[src/rtl/rebp_pkg.sv]
// shared constants, types and helpers for the rotary encoder and button poller
package rebp_pkg;

    localparam int COUNT_BITS = 8;
    localparam int CNT_MAX    = (1 << COUNT_BITS) - 1;
    localparam int CFG_W      = 8;
    localparam int CFG_IDX_W  = 1;
    localparam int EVENT_W    = 3;

    localparam logic [CFG_IDX_W-1:0] REG_ENC_LIMIT  = 1'd0;
    localparam logic [CFG_IDX_W-1:0] REG_HOLD_LIMIT = 1'd1;

    localparam logic [CFG_W-1:0] ENC_LIMIT_RESET  = 8'd3;
    localparam logic [CFG_W-1:0] HOLD_LIMIT_RESET = 8'd255;

    localparam logic [EVENT_W-1:0] EV_NONE  = 3'd0;
    localparam logic [EVENT_W-1:0] EV_CW    = 3'd1;
    localparam logic [EVENT_W-1:0] EV_CCW   = 3'd2;
    localparam logic [EVENT_W-1:0] EV_KNOB  = 3'd3;
    localparam logic [EVENT_W-1:0] EV_GREEN = 3'd4;
    localparam logic [EVENT_W-1:0] EV_BLUE  = 3'd5;

    typedef logic [COUNT_BITS-1:0] count_t;
    typedef logic [EVENT_W-1:0]    event_t;

    typedef struct packed {
        logic fire;
        logic ccw;
    } step_t;

    function automatic count_t clamp_count(input logic [CFG_W-1:0] v);
        logic [31:0] w;
        w = 32'(v);
        if (w > 32'(CNT_MAX))
        begin
            w = 32'(CNT_MAX);
        end
        return w[COUNT_BITS-1:0];
    endfunction

endpackage

[src/rtl/rebp_if.sv]
// valid/ready channel interfaces for pin samples and event results
interface rebp_in_if;
    logic valid;
    logic ready;
    logic chan_a;
    logic chan_b;
    logic knob_switch;
    logic green_key;
    logic blue_key;

    modport source (output valid, output chan_a, output chan_b, output knob_switch,
                    output green_key, output blue_key, input ready);
    modport sink (input valid, input chan_a, input chan_b, input knob_switch,
                  input green_key, input blue_key, output ready);
endinterface

interface rebp_out_if;
    logic       valid;
    logic       ready;
    logic [2:0] event_code;

    modport source (output valid, output event_code, input ready);
    modport sink (input valid, input event_code, output ready);
endinterface

[src/rtl/rotary_encoder_button_poller_top.sv]
// Rotary encoder and button poller: one pin sample transaction in, one event code out.
// Each accepted sample gives exactly one result, registered in the next cycle; a new sample is taken
// every cycle while the output register is empty or being drained, so throughput is one
// transaction per cycle, set by the combinational counter update into the result register.
// Event codes: 0 none, 1 cw, 2 ccw, 3 knob switch, 4 green, 5 blue; when several occur in
// one sample the higher code wins. Write limits via cfg port only while idle; unenforced.
module rotary_encoder_button_poller_top (
    input  logic                           clk,
    input  logic                           rst_n,
    rebp_in_if.sink                        in_ch,
    rebp_out_if.source                     out_ch,
    input  logic                           cfg_we,
    input  logic [rebp_pkg::CFG_IDX_W-1:0] cfg_index,
    input  logic [rebp_pkg::CFG_W-1:0]     cfg_data
);
    import rebp_pkg::*;

    logic [CFG_W-1:0] enc_limit_reg;
    logic [CFG_W-1:0] hold_limit_reg;
    logic             out_valid_reg;
    event_t           event_reg;
    event_t           event_next;
    count_t           low_lim;
    count_t           hold;
    logic             accept;
    step_t            step;
    logic             knob_emit;
    logic             green_emit;
    logic             blue_emit;

    assign in_ch.ready = !out_valid_reg || out_ch.ready;
    assign accept      = in_ch.valid && in_ch.ready;
    assign low_lim     = clamp_count(enc_limit_reg);
    assign hold        = (clamp_count(hold_limit_reg) == '0) ? count_t'(1)
                                                             : clamp_count(hold_limit_reg);

    always_ff @(posedge clk or negedge rst_n)
    begin
        if (!rst_n)
        begin
            enc_limit_reg  <= ENC_LIMIT_RESET;
            hold_limit_reg <= HOLD_LIMIT_RESET;
        end
        else if (cfg_we)
        begin
            case (cfg_index)
                REG_ENC_LIMIT:  enc_limit_reg  <= cfg_data;
                REG_HOLD_LIMIT: hold_limit_reg <= cfg_data;
                default: ;
            endcase
        end
    end

    rebp_encoder u_encoder (
        .clk     (clk),
        .rst_n   (rst_n),
        .accept  (accept),
        .chan_a  (in_ch.chan_a),
        .chan_b  (in_ch.chan_b),
        .low_lim (low_lim),
        .step    (step)
    );

    rebp_button u_knob (
        .clk    (clk),
        .rst_n  (rst_n),
        .accept (accept),
        .level  (in_ch.knob_switch),
        .hold   (hold),
        .emit   (knob_emit)
    );

    rebp_button u_green (
        .clk    (clk),
        .rst_n  (rst_n),
        .accept (accept),
        .level  (in_ch.green_key),
        .hold   (hold),
        .emit   (green_emit)
    );

    rebp_button u_blue (
        .clk    (clk),
        .rst_n  (rst_n),
        .accept (accept),
        .level  (in_ch.blue_key),
        .hold   (hold),
        .emit   (blue_emit)
    );

    always_comb
    begin
        event_next = EV_NONE;
        if (step.fire)
        begin
            event_next = step.ccw ? EV_CCW : EV_CW;
        end
        if (knob_emit)
        begin
            event_next = EV_KNOB;
        end
        if (green_emit)
        begin
            event_next = EV_GREEN;
        end
        if (blue_emit)
        begin
            event_next = EV_BLUE;
        end
    end

    always_ff @(posedge clk or negedge rst_n)
    begin
        if (!rst_n)
        begin
            out_valid_reg <= 1'b0;
        end
        else if (accept)
        begin
            out_valid_reg <= 1'b1;
        end
        else if (out_ch.ready)
        begin
            out_valid_reg <= 1'b0;
        end
    end

    always_ff @(posedge clk)
    begin
        if (accept)
        begin
            event_reg <= event_next;
        end
    end

    assign out_ch.valid      = out_valid_reg;
    assign out_ch.event_code = event_reg;

    a_ev_range: assert property (@(posedge clk) disable iff (!rst_n)
        out_valid_reg |-> event_reg <= EV_BLUE)
        else $error("event code out of range");
    a_acc_result: assert property (@(posedge clk) disable iff (!rst_n)
        accept |=> out_valid_reg)
        else $error("accepted transaction produced no result");
    a_blue_wins: assert property (@(posedge clk) disable iff (!rst_n)
        accept && blue_emit |=> event_reg == EV_BLUE)
        else $error("blue release lost priority");

endmodule

[src/rtl/rebp_encoder.sv]
// encoder step detector: low-time counter on channel A, direction from channel B
module rebp_encoder (
    input  logic              clk,
    input  logic              rst_n,
    input  logic              accept,
    input  logic              chan_a,
    input  logic              chan_b,
    input  rebp_pkg::count_t  low_lim,
    output rebp_pkg::step_t   step
);
    import rebp_pkg::*;

    count_t cnt_reg;
    count_t cnt_next;
    logic   trig_reg;
    logic   trig_next;
    logic   rep_reg;
    logic   rep_next;

    always_comb
    begin
        cnt_next  = cnt_reg;
        trig_next = trig_reg;
        rep_next  = rep_reg;
        step.fire = 1'b0;
        step.ccw  = 1'b0;
        if (!chan_a && !trig_reg)
        begin
            if (cnt_reg < low_lim)
            begin
                cnt_next = cnt_reg + 1'b1;
            end
            else
            begin
                trig_next = 1'b1;
                cnt_next  = '0;
            end
        end
        if (trig_next && !rep_reg)
        begin
            step.fire = 1'b1;
            step.ccw  = !chan_b;
            rep_next  = 1'b1;
        end
        if (rep_next && chan_a)
        begin
            rep_next  = 1'b0;
            trig_next = 1'b0;
        end
    end

    always_ff @(posedge clk or negedge rst_n)
    begin
        if (!rst_n)
        begin
            cnt_reg  <= '0;
            trig_reg <= 1'b0;
            rep_reg  <= 1'b0;
        end
        else if (accept)
        begin
            cnt_reg  <= cnt_next;
            trig_reg <= trig_next;
            rep_reg  <= rep_next;
        end
    end

    // trigger and report always move together between transactions
    a_trig_rep: assert property (@(posedge clk) disable iff (!rst_n) trig_reg == rep_reg)
        else $error("step trigger and report flags disagree");
    a_cnt_idle: assert property (@(posedge clk) disable iff (!rst_n) trig_reg |-> cnt_reg == '0)
        else $error("low counter not cleared while triggered");

endmodule

[src/rtl/rebp_button.sv]
// saturating press counter for one button, emits on release at the hold value
module rebp_button (
    input  logic             clk,
    input  logic             rst_n,
    input  logic             accept,
    input  logic             level,
    input  rebp_pkg::count_t hold,
    output logic             emit
);
    import rebp_pkg::*;

    count_t cnt_reg;
    count_t cnt_next;

    always_comb
    begin
        cnt_next = cnt_reg;
        emit     = 1'b0;
        if (!level)
        begin
            if (cnt_reg < hold)
            begin
                cnt_next = cnt_reg + 1'b1;
            end
        end
        else if (cnt_reg == hold)
        begin
            cnt_next = '0;
            emit     = 1'b1;
        end
    end

    always_ff @(posedge clk or negedge rst_n)
    begin
        if (!rst_n)
        begin
            cnt_reg <= '0;
        end
        else if (accept)
        begin
            cnt_reg <= cnt_next;
        end
    end

endmodule

[src/flat_wrapper.sv]
// flat-port wrapper written by rule: the top's interface ports become plain ports
module rotary_encoder_button_poller_top_flat import rebp_pkg::*;
  (clk, rst_n, cfg_we, cfg_index, cfg_data, in_ch_valid, in_ch_chan_a, in_ch_chan_b, in_ch_knob_switch, in_ch_green_key, in_ch_blue_key, in_ch_ready, out_ch_valid, out_ch_event_code, out_ch_ready);
  rebp_in_if in_ch_i ();
  rebp_out_if out_ch_i ();
  input  logic clk;
  input  logic rst_n;
  input  logic cfg_we;
  input  logic [rebp_pkg::CFG_IDX_W-1:0] cfg_index;
  input  logic [rebp_pkg::CFG_W-1:0] cfg_data;
  input wire logic [$bits(in_ch_i.valid)-1:0] in_ch_valid;
  input wire logic [$bits(in_ch_i.chan_a)-1:0] in_ch_chan_a;
  input wire logic [$bits(in_ch_i.chan_b)-1:0] in_ch_chan_b;
  input wire logic [$bits(in_ch_i.knob_switch)-1:0] in_ch_knob_switch;
  input wire logic [$bits(in_ch_i.green_key)-1:0] in_ch_green_key;
  input wire logic [$bits(in_ch_i.blue_key)-1:0] in_ch_blue_key;
  output wire logic [$bits(in_ch_i.ready)-1:0] in_ch_ready;
  output wire logic [$bits(out_ch_i.valid)-1:0] out_ch_valid;
  output wire logic [$bits(out_ch_i.event_code)-1:0] out_ch_event_code;
  input wire logic [$bits(out_ch_i.ready)-1:0] out_ch_ready;
  assign in_ch_i.valid = in_ch_valid;
  assign in_ch_i.chan_a = in_ch_chan_a;
  assign in_ch_i.chan_b = in_ch_chan_b;
  assign in_ch_i.knob_switch = in_ch_knob_switch;
  assign in_ch_i.green_key = in_ch_green_key;
  assign in_ch_i.blue_key = in_ch_blue_key;
  assign in_ch_ready = in_ch_i.ready;
  assign out_ch_valid = out_ch_i.valid;
  assign out_ch_event_code = out_ch_i.event_code;
  assign out_ch_i.ready = out_ch_ready;
  rotary_encoder_button_poller_top u_core (.clk(clk), .rst_n(rst_n), .in_ch(in_ch_i), .out_ch(out_ch_i), .cfg_we(cfg_we), .cfg_index(cfg_index), .cfg_data(cfg_data));
endmodule
[config.mk]
export PLATFORM = sky130hd
export DESIGN_NAME = rotary_encoder_button_poller_top_flat
export DESIGN_NICKNAME = d
export VERILOG_FILES = /design/src/rtl/rebp_pkg.sv /design/src/rtl/rebp_if.sv /design/src/rtl/rotary_encoder_button_poller_top.sv /design/src/rtl/rebp_encoder.sv /design/src/rtl/rebp_button.sv /design/src/flat_wrapper.sv
export SDC_FILE = /design/constraint.sdc
export NUM_CORES = 1
export LEC_CHECK = 0
export BUFFER_PORTS_ARGS = -buffer_cell sky130_fd_sc_hd__buf_2
export CORE_UTILIZATION = 50
export DETAILED_ROUTE_END_ITERATION = 16
export PLACE_DENSITY = 0.66
export SYNTH_ARGS = -nofsm -noshare
export SYNTH_HDL_FRONTEND = slang
export SYNTH_HIERARCHICAL = 1
export SYNTH_SLANG_ARGS = --single-unit
export TNS_END_PERCENT = 1
[constraint.sdc]
create_clock -name clk -period 5.2 [get_ports clk]
set_input_delay 0 -clock clk [delete_from_list [all_inputs] [get_ports clk]]
set_output_delay 0 -clock clk [all_outputs]
set_load 0.005 [all_outputs]
==> flow_metrics.py, run 1 <==
metrics = {
    "final_layout": {
        "layout_commonest_cell": "dfrtp_1",
        "drive_gt1_share_pct": 23.31,
        "fin_nets": 452,
        "final_cell_mix": "dfrtp_1, inv_1, ha_1, nor2_1, o211ai_1",
        "syn_to_final_growth_pct": 10.59,
        "seqCellArea_sq_um": 1379,
        "fin_area_sq_um": 4103,
        "multi_input_area_sq_um": 2110,
        "fill_cells": 651,
        "diodes": 0,
    },
    "setup_path": {
        "path_class": "register to register",
        "worstPathRequired_ns": 5.41,
        "crit_arrival_ns": 2.80,
        "cpMaxStageDelayCell": "dfstp_2",
        "worstPathMaxFanout": 8,
        "endpoint_kind": "register",
        "worst_setup_path_start_kind": "register",
        "worstPathCellList": "nor4_1, a21o_1, ha_1, and2b_2, o21bai_1, a21oi_1, o21a_1, mux2_4",
        "critPathMaxStageDelay_ns": 0.60,
    },
    "pwr": {
        "power_frac_comb_pct": 33.8,
        "clock_power_share_pct": 20.1,
        "switching_power_mw": 0.4947,
        "max-vdd-ir-drop_mv": 0.1488,
        "sw_frac_of_total_pct": 36.15,
        "p_leak_nw": 1.938,
        "p_int_mw": 0.8738,
        "p_per_area_nw_per_um2": 333.6,
        "seqPwrFrac_pct": 46.1,
    },
    "placed_design": {
        "dp_hpwl_mm": 5.360,
        "place_area_sq_um": 3874,
        "place_congestion": 0.8420,
        "io_buffers": 23,
    },
    "synthesis": {
        "ys_seq_elements": 54,
        "synth_area_leader_cell": "dfrtp_1",
        "synthCells": 369,
        "syn_nets": 423,
        "ys_seq_area_share_pct": 37.17,
        "synth_area_sq_um": 3710,
        "synth.top_cell.area_share_pct": 27.66,
        "synth_top_cells_by_area": "dfrtp_1, ha_1, dfstp_2, mux2_4, o211ai_1",
        "synth_ff_type": "dfrtp_1",
        "synthArstFlopShare_pct": 94.44,
        "avgSynthCellArea_sq_um": 10.05,
        "synth_edf_count": 3,
        "yosysWarnings": 6,
        "synth_cell_types": 47,
    },
    "detailed_routing": {
        "wl_per_cell_um": 14.82,
        "vias": 2747,
        "drt_iter0_markers": 89,
        "routed_via_density": 5.516,
        "ant_nets": 0,
        "dr.pass1.iters": 4,
        "routed_wirelength_mm": 7.381,
        "post-route-drc-count": 0,
    },
    "cts": {
        "htreeDepth": 2,
        "clockRootBuffer": "clkbuf_8",
        "ctsHoldBuffers": 12,
        "cts_inserted_buffers": 5,
        "clk_pin_slew_ns": 0.11,
        "cts.repair.resized": 0,
        "clock_sinks": 54,
        "post-cts-setup-buffers": 0,
        "clock_path_buffers": 2,
        "cts_tree": "built",
        "insertion_delay_ns": 0.32,
    },
    "timing": {
        "fin_worst_skew_ns": 0.006446,
        "rsz0062_at_grt": "no",
        "setup_viol": 0,
        "tns_ns": 0,
        "slew_viol_final": 0,
        "finalCritPeriodShare_pct": 49.83,
        "clock.fmax_ghz": 0.3859,
        "finalHoldViolCount": 0,
        "worstMarginPinSlew_ns": 0.6578,
        "max_slew_margin_pct": 56.15,
        "finalWorstPathRequiredPeriod_ns": 2.591,
    },
    "grt": {
        "use_met2_pct": 35.94,
        "use_met1_pct": 27.16,
        "gr-total-overflow": 0,
        "grt_pass1_wl_mm": 12.56,
        "first_global_vias": 2675,
        "antenna_found_initial": 0,
        "grt_max_degree": 52,
        "track_usage_pct": 20.78,
        "met3_usage_pct": 3.110,
        "grt.busiest_layer": "met2",
    },
    "floorplan": {
        "coreArea_sq_um": 7214,
        "die_area_sq_um": 7768,
        "initial_core_util_pct": 51.42,
        "die_w_um": 88.14,
        "fp.dieH_um": 88.14,
        "ios": 24,
        "placementRows": 31,
    },
    "run_status": {
        "outcome": "complete, no violations",
    },
    "hold_path": {
        "hold_class": "primary input to register",
    },
    "run": {
        "maxCapViolCount": 0,
    },
}
-- metal layers --
| metal | routed length [um] | vias to the layer above |
|---|---|---|
| li1 | - | 1368 |
| met3 | 165 | 9 |
| met4 | 95 | 0 |
| met1 | 3572 | 1336 |
| met5 | 0 | - |
| met2 | 3547 | 34 |
-- cell type report --
| type | count | share of cell area [%] |
|---|---|---|
| clock inverters | 2 | 0.3660 |
| well taps | 99 | 3.019 |
| flip-flops and latches | 54 | 33.61 |
| inverters | 37 | 3.385 |
| multi-input cells | 264 | 51.42 |
| repair buffers | 36 | 5.916 |
| clock buffers | 6 | 2.287 |
-- path summary, 6_finish.rpt --
kind / slack, ns / start / to / cells after the start
min: 0.11 / cfg_index / u_core/enc_limit_reg[6] / 3
min reg2reg: 0.52 / u_core/enc_limit_reg[6] / u_core/enc_limit_reg[6] / 1
max in group asynchronous: 4.44 / rst_n / u_core/u_blue/cnt_reg[6] / 3
max: 2.61 / u_core/hold_limit_reg[7] / u_core/u_blue/cnt_reg[0] / 8
min in group asynchronous: 0.33 / rst_n / u_core/u_encoder/cnt_reg[5] / 3
max reg2reg: 2.61 / u_core/hold_limit_reg[7] / u_core/u_blue/cnt_reg[0] / 8
-- cell families (layout without fill, tap and decap cells) --
logic type                 after synthesis  after routing  synth area share, %
xor gates and xnor gates                 4              4               0.9445
adders and majority gates               35             35                11.80
buffers and inverters                   51             81                5.970
muxes                                   28             28                10.22
and+or+nand+nor                        128            128                20.03
DFF                                     54             54                37.17
AOI/OAI and AO/OA                       69             69                13.86
-- through the flow --
stage          hold WS, ns  setup WS (ns)  util [%]  power, mW  std cells
2_1_floorplan      -0.2956          2.987         -     0.9797        369
3_3_place_gp        0.1606          2.745     53.69      1.074        478
3_5_place_dp        0.1646          2.661     53.69      1.096        478
4_1_cts             0.1065          2.639     56.87      1.382        498
5_1_grt             0.1176          2.482     56.87      1.477        498
6_report            0.1145          2.609     56.87      1.369        498
-- worst max-delay path, delay by kind of cell, from the launching register on --
family,cells,cell delay [ns]
AOI/OAI and AO/OA,4,1.06
DFF,1,0.60
muxes,1,0.33
and+or+nand+nor,2,0.28
adders and majority gates,1,0.21
-- power by group through the flow --
stage	combinational (mW)	sequential, mW	clock (mW)
3_3_place_gp	0.442	0.632	0
6_report	0.463	0.631	0.275
2_1_floorplan	0.382	0.598	0
4_1_cts	0.470	0.629	0.283
5_1_grt	0.532	0.648	0.298
3_5_place_dp	0.459	0.637	0
-- synthesized netlist by cell type (6+ instances only) --
library cell,number
o221ai_1,6
nand3b_1,6
mux2_2,11
o211ai_1,24
nand3_1,14
nand2_1,21
dfstp_2,10
clkbuf_1,10
or3_1,6
nand2b_1,9
mux2_4,17
nor2_1,32
a21oi_1,14
dfrtp_1,41
ha_1,35
nor2b_1,6
inv_1,37
Power figures use the tool's default switching activity.
==> run 2: changes to the inputs <==
- ABC_AREA: not set -> 1
- clock period: 5.2 -> 2.7 ns (I/O delays scaled with it)
==> run 2 against run 1 <==
- flip-flop and latch count is the same
- total power up 72%
- clock skew up 0.0057 ns
- non-clock buffer count unchanged
- critical path type unchanged
- critical endpoint is now u_core/u_blue/cnt_reg[3]
- highest routed layer unchanged
==> flow_metrics.py, run 2 <==
metrics = {
    "timing": {
        "tns_ns": 0,
        "hold-worst-slack_ns": 0.01532,
        "finalWorstPathRequiredPeriod_ns": 2.060,
        "finalCritPeriodShare_pct": 76.28,
        "fin_worst_skew_ns": 0.01215,
        "setup_viol": 0,
        "slew_viol_final": 0,
        "finalHoldViolCount": 0,
        "worstMarginPinSlew_ns": 0.4514,
        "max_slew_margin_pct": 69.59,
        "clock.fmax_ghz": 0.4855,
        "rsz0062_at_grt": "no",
    },
    "synthesis": {
        "synth_xor_area_share_pct": 0.2321,
        "synth.most_common_cell": "nand2_1",
        "synth_area_leader_cell": "dfrtp_1",
        "synth_mux_area_share_pct": 0,
        "synth_edf_count": 3,
        "yosysWarnings": 6,
        "synthArstFlopShare_pct": 94.44,
        "ys_seq_area_share_pct": 36.54,
        "synthCells": 536,
        "ys_seq_elements": 54,
        "synth_top_family_by_area": "simple AND/OR/NAND/NOR gates",
        "synth_top_cells_by_area": "dfrtp_1, nand2_1, ha_1, inv_1, dfstp_2",
        "synthAdderAreaFrac_pct": 11.60,
        "synth_ff_type": "dfrtp_1",
        "synthTopCellsByCount": "nand2_1, inv_1, nor2_1",
        "synth_compound_area_share_pct": 6.233,
        "synth.top_cell.area_share_pct": 27.19,
        "synth-simple-area-share_pct": 33.16,
        "synth_area_sq_um": 3774,
        "synth_cell_types": 24,
        "syn_nets": 590,
        "avgSynthCellArea_sq_um": 7.040,
    },
    "run": {
        "maxCapViolCount": 0,
    },
    "grt": {
        "use_met2_pct": 36.50,
        "met3_usage_pct": 3.545,
        "grt.busiest_layer": "met2",
        "grt_pass1_wl_mm": 12.77,
        "use_met1_pct": 26.90,
        "first_global_vias": 2945,
        "antenna_found_initial": 0,
        "track_usage_pct": 20.94,
        "gr-total-overflow": 0,
        "grt_max_degree": 34,
    },
    "final_layout": {
        "syn_to_final_growth_pct": 10.84,
        "drive_gt1_share_pct": 12.15,
        "final_cell_mix": "nand2_1, inv_1, nor2_1, dfrtp_1, nand3_1",
        "layout_commonest_cell": "nand2_1",
        "fill_cells": 703,
        "diodes": 0,
        "fin_nets": 621,
    },
    "detailed_routing": {
        "dr.pass1.iters": 4,
        "routed_via_density": 4.865,
        "vias": 3245,
        "routed_wirelength_mm": 7.573,
        "post-route-drc-count": 0,
        "drt_iter0_markers": 118,
        "wl_per_cell_um": 11.35,
        "ant_nets": 0,
    },
    "pwr": {
        "p_per_area_nw_per_um2": 561.8,
        "max-vdd-ir-drop_mv": 0.2211,
        "total_power_mw": 2.350,
        "p_leak_nw": 2.313,
    },
    "cts": {
        "clock_sinks": 54,
        "cts_tree": "built",
        "clockRootBuffer": "clkbuf_8",
        "clk_pin_slew_ns": 0.11,
        "htreeDepth": 2,
        "insertion_delay_ns": 0.32,
        "cts_inserted_buffers": 5,
        "clock_path_buffers": 2,
        "cts.repair.resized": 0,
    },
    "placed_design": {
        "place_congestion": 0.8107,
        "io_buffers": 23,
        "dp_hpwl_mm": 5.652,
    },
    "setup_path": {
        "crit_arrival_ns": 2.27,
        "r2r_start": "u_core/hold_limit_reg[3]",
        "worst_setup_path_start_kind": "register",
        "worstPathRequired_ns": 2.91,
        "rrSetupSlack_ns": 0.64,
        "reg2reg_to": "u_core/u_blue/cnt_reg[3]",
        "rr_worst_depth": 11,
        "endpoint_kind": "register",
        "path_class": "register to register",
        "worstPathMaxFanout": 9,
    },
    "floorplan": {
        "die_area_sq_um": 7899,
        "fp.dieH_um": 88.88,
        "placementRows": 31,
        "ios": 24,
        "coreArea_sq_um": 7292,
        "die_w_um": 88.88,
        "initial_core_util_pct": 51.75,
    },
    "run_status": {
        "outcome": "complete, no violations",
    },
    "hold_path": {
        "hold_class": "primary input to register",
        "holdPathStages": 4,
        "hp-start": "in_ch_chan_a",
        "holdPathEnd": "u_core/u_encoder/trig_reg",
    },
}
==> run 2: cell count changes in the layout (fill, tap and decap cells not counted), moves of 7 or more <==
cell,before,now
nand2_1,21,152
inv_1,37,103
nor2_1,32,62
nand3_1,14,38
o211ai_1,24,0
mux2_4,17,0
o21ai_1,0,16
mux2_2,11,0
nand2b_1,9,0
nor2_2,0,7
==> run 2: where the power goes <==
| group | internal (mW) | leakage, nW | switching (mW) |
|---|---|---|---|
| sequential | 0.961 | 0.682 | 0.134 |
| combinational | 0.281 | 1.58 | 0.431 |
| clock | 0.246 | 0.0545 | 0.297 |
==> run 2: worst max-delay path, cell delays in order (launching register included) <==
cell and delay (ns):
dfstp_2 0.62, inv_1 0.05, nand2_1 0.06, o21ai_0 0.18
ha_1 0.34, nand2_1 0.04, nor2_1 0.09, nand3_1 0.15
nand2_4 0.17, nand2_4 0.10, nand2_1 0.08, nand2_1 0.05
==> run 2: stage by stage <==
step                utilization [%]  cell area, sq um  worst slack (ns)  cells
finish                        57.36              4183            0.6404    667
global placement              54.31              3960            0.6808    648
detailed placement            54.31              3960            0.6577    648
global route                  57.36              4183            0.4075    667
CTS                           57.36              4183            0.6207    667
floorplan                         -              3774            0.8351    536
==> run 2: layout make-up <==
class                           count  area (sq um)  area share [%]
Timing Repair Buffer               36         240.2           5.743
Clock inverter                      2         18.77          0.4487
Tap cell                           99         123.9           2.961
Inverter                          104         390.4           9.333
Sequential cell                    54          1379           32.96
Clock buffer                        6         93.84           2.243
Multi-Input combinational cell    366          1937           46.31
==> run 2: how the worst max path moves through the flow <==
stage | from | endpoint | slack, ns | cells after the start
floorplan | u_core/out_ch.valid | u_core/u_encoder/cnt_reg[7] | 0.84 | 8
global placement | u_core/enc_limit_reg[1] | u_core/out_ch.event_code[0] | 0.68 | 15
detailed placement | u_core/hold_limit_reg[3] | u_core/u_blue/cnt_reg[3] | 0.66 | 11
CTS | u_core/hold_limit_reg[3] | u_core/u_blue/cnt_reg[3] | 0.62 | 11
global route | u_core/hold_limit_reg[3] | u_core/out_ch.event_code[1] | 0.41 | 11
finish | u_core/hold_limit_reg[3] | u_core/u_blue/cnt_reg[3] | 0.64 | 11
==> run 2: repair_timing <==
action                                  in CTS  in global routing
hold buffers                                11                  0
endpoints found under the setup margin       0                  0
hold endpoints to repair                    35                  0
buffers inserted                             0                  0
==> run 2: kinds of logic after synthesis <==
logic type | after synthesis
AO/OA/AOI/OAI | 45
XOR/XNOR | 1
adder cells (fa/ha/maj) | 35
buffers and inverters | 116
flip-flops | 54
AND/OR/NAND/NOR | 285
==> run 2: layer usage <==
| metal | vias to the layer above | share of wire, % |
|---|---|---|
| met3 | 6 | 2.7 |
| met4 | 0 | 0.95 |
| met1 | 1490 | 49 |
| met2 | 41 | 48 |
| met5 | - | 0 |
| li1 | 1708 | - |
==> run 3: changes to the inputs <==
- clock period: 2.7 -> 2 ns (I/O delays scaled with it)
==> run 3 against run 2 <==
- cell count up 1.2%
- core utilization up 2.2 points
- non-clock buffer count up 8
- clock power grew 43%
- clock skew is 0.0019 ns lower
- register-to-register slack worse by 0.60 ns
- via count about the same
- setup slack worse by 0.60 ns
- total power increased by 43%
- cell area is 3.8% higher
- critical path depth grew 4
- global-route usage increased by 0.20 points
- critical path type unchanged
- critical endpoint is now u_core/out_ch.event_code[0]
- largest power group unchanged
- highest routed layer unchanged
==> flow_metrics.py, run 3 (synthesis results as in run 2) <==
metrics = {
    "final_layout": {
        "final_cell_mix": "nand2_1, inv_1, nor2_1, dfrtp_1, nand3_1",
        "fin_nets": 629,
        "final_util_pct": 59.54,
        "syn_to_final_growth_pct": 15.05,
        "layout_commonest_cell": "nand2_1",
        "diodes": 0,
        "drive_gt1_share_pct": 15.45,
        "fin_area_sq_um": 4342,
    },
    "detailed_routing": {
        "wl_per_cell_um": 11.52,
        "routed_wirelength_mm": 7.774,
        "drt_iter0_markers": 75,
        "routed_via_density": 4.812,
        "dr.pass1.iters": 4,
        "vias": 3248,
        "post-route-drc-count": 0,
        "ant_nets": 0,
    },
    "timing": {
        "setup_viol": 0,
        "max_slew_margin_pct": 58.65,
        "finalHoldViolCount": 0,
        "slew_viol_final": 0,
        "finalWorstPathRequiredPeriod_ns": 1.955,
        "fin_worst_skew_ns": 0.01023,
        "clock.fmax_ghz": 0.5115,
        "worstMarginPinSlew_ns": 0.6202,
        "fin_ws_ns": 0.04495,
        "finalCritPeriodShare_pct": 97.75,
        "rsz0062_at_grt": "yes",
    },
    "placed_design": {
        "pre_cts_ws_ns": -0.01520,
        "place_congestion": 0.8044,
        "io_buffers": 23,
        "place_area_sq_um": 4018,
        "dp_hpwl_mm": 5.653,
    },
    "floorplan": {
        "coreArea_sq_um": 7292,
        "fp.dieH_um": 88.88,
        "die_w_um": 88.88,
        "die_area_sq_um": 7899,
        "initial_core_util_pct": 51.75,
        "placementRows": 31,
        "ios": 24,
    },
    "grt": {
        "gr-total-overflow": 0,
        "track_usage_pct": 21.14,
        "antenna_found_initial": 0,
        "first_global_vias": 2804,
        "grt_pass1_wl_mm": 12.75,
        "grt_max_degree": 31,
    },
    "cts": {
        "clockRootBuffer": "clkbuf_8",
        "htreeDepth": 2,
        "insertion_delay_ns": 0.31,
        "cts_inserted_buffers": 5,
        "clock_path_buffers": 2,
        "cts_tree": "built",
        "clock_sinks": 54,
        "clk_pin_slew_ns": 0.11,
    },
    "setup_path": {
        "worstPathRequired_ns": 2.08,
        "rrSetupSlack_ns": 0.04,
        "worst_path_dominant_cell_family": "simple AND/OR/NAND/NOR gates",
        "cp_num_buf_inv": 1,
        "worstPathCellList": "inv_2, ha_4, nand2_1, nand2_1, nand2_1, nand2_1, nand2_2, nand2_4, nand2_2, nand2_2, nand2_2, nor2_4, o21ai_1, nand2_1, nand2_1",
        "cpMostUsedCell": "nand2_1",
        "worstPathMaxFanout": 3,
        "reg2reg_to": "u_core/out_ch.event_code[0]",
        "crit_arrival_ns": 2.04,
        "critPathMaxStageDelay_ns": 0.55,
        "cpMaxStageDelayCell": "dfstp_2",
        "path_class": "register to register",
        "worst_setup_path_start_kind": "register",
        "r2r_start": "u_core/enc_limit_reg[1]",
        "rr_worst_depth": 15,
        "endpoint_kind": "register",
    },
    "pwr": {
        "p_per_area_nw_per_um2": 774.8,
        "max-vdd-ir-drop_mv": 0.3301,
        "total_power_mw": 3.364,
        "p_leak_nw": 2.357,
    },
    "hold_path": {
        "hp-start": "in_ch_green_key",
        "holdPathEnd": "u_core/u_green/cnt_reg[0]",
        "hold_class": "primary input to register",
        "holdPathStages": 4,
    },
    "run": {
        "maxCapViolCount": 0,
    },
    "run_status": {
        "outcome": "complete, no violations",
    },
}
==> run 3: changes by cell type in the layout (fill, tap and decap cells not counted), sizes merged <==
cell and delta:
buf +7, bufinv +1, clkbuf -1, clkinv +1, clkinvlp -1, dlygate4sd3 +1
==> run 3: per-layer routing <==
metal / wire [um] / up-vias / global-route usage [%]
li1: - / 1723 / -
met1: 3738 / 1487 / 28.26
met2: 3762 / 32 / 36.15
met3: 201 / 6 / 3.078
met4: 70 / 0 / 4.839
met5: 0 / - / 0
==> run 3: area by class of cell <==
class                      instances  area [sq um]
multi-input combinational        366          2017
inverter                         104         390.4
tap                               99         123.9
clock inverter                     3         47.55
fill                             697          2950
sequential                        54          1379
timing repair buffer              44         315.3
clock buffer                       5         68.82
==> run 3: how the worst max path moves through the flow <==
stage	start	endpoint	depth (start not counted)
finish	u_core/enc_limit_reg[1]	u_core/out_ch.event_code[0]	15
global route	u_core/enc_limit_reg[1]	u_core/out_ch.event_code[0]	15
CTS	u_core/enc_limit_reg[1]	u_core/out_ch.event_code[0]	15
detailed placement	u_core/enc_limit_reg[1]	u_core/out_ch.event_code[0]	15
global placement	u_core/enc_limit_reg[1]	u_core/out_ch.event_code[0]	15
floorplan	u_core/out_ch.valid	u_core/u_encoder/cnt_reg[7]	8
==> run 3: repair_timing <==
item / in CTS / in global routing
endpoints found under the setup margin: 1 / 27
pin swaps: 0 / 11
hold buffers: 12 / 0
gates resized for setup: 3 / 15
buffers inserted: 0 / 1
hold endpoints to repair: 37 / 0
==> run 3: through the flow <==
| stage | TNS [ns] | std cells | hold WS (ns) |
|---|---|---|---|
| finish | 0 | 675 | 0.05675 |
| global route | -0.09137 | 675 | 0.08767 |
| CTS | 0 | 674 | 0.04551 |
| detailed placement | -0.01520 | 654 | 0.04880 |
| global placement | 0 | 654 | 0.04664 |
| floorplan | 0 | 536 | -0.2956 |
==> run 3: power by group <==
| group | total (mW) | internal (mW) | switching, mW |
|---|---|---|---|
| Combinational | 1.12 | 0.458 | 0.658 |
| Sequential | 1.47 | 1.30 | 0.174 |
| Clock | 0.779 | 0.380 | 0.398 |
==> run 3: worst register-to-register path: cells and delay by family (launching register included) <==
| family | cells | cell delay, ns |
|---|---|---|
| buffers and inverters | 1 | 0.04 |
| adders and majority gates | 1 | 0.25 |
| DFF | 1 | 0.55 |
| and+or+nand+nor | 12 | 0.83 |
| AOI/OAI and AO/OA | 1 | 0.06 |
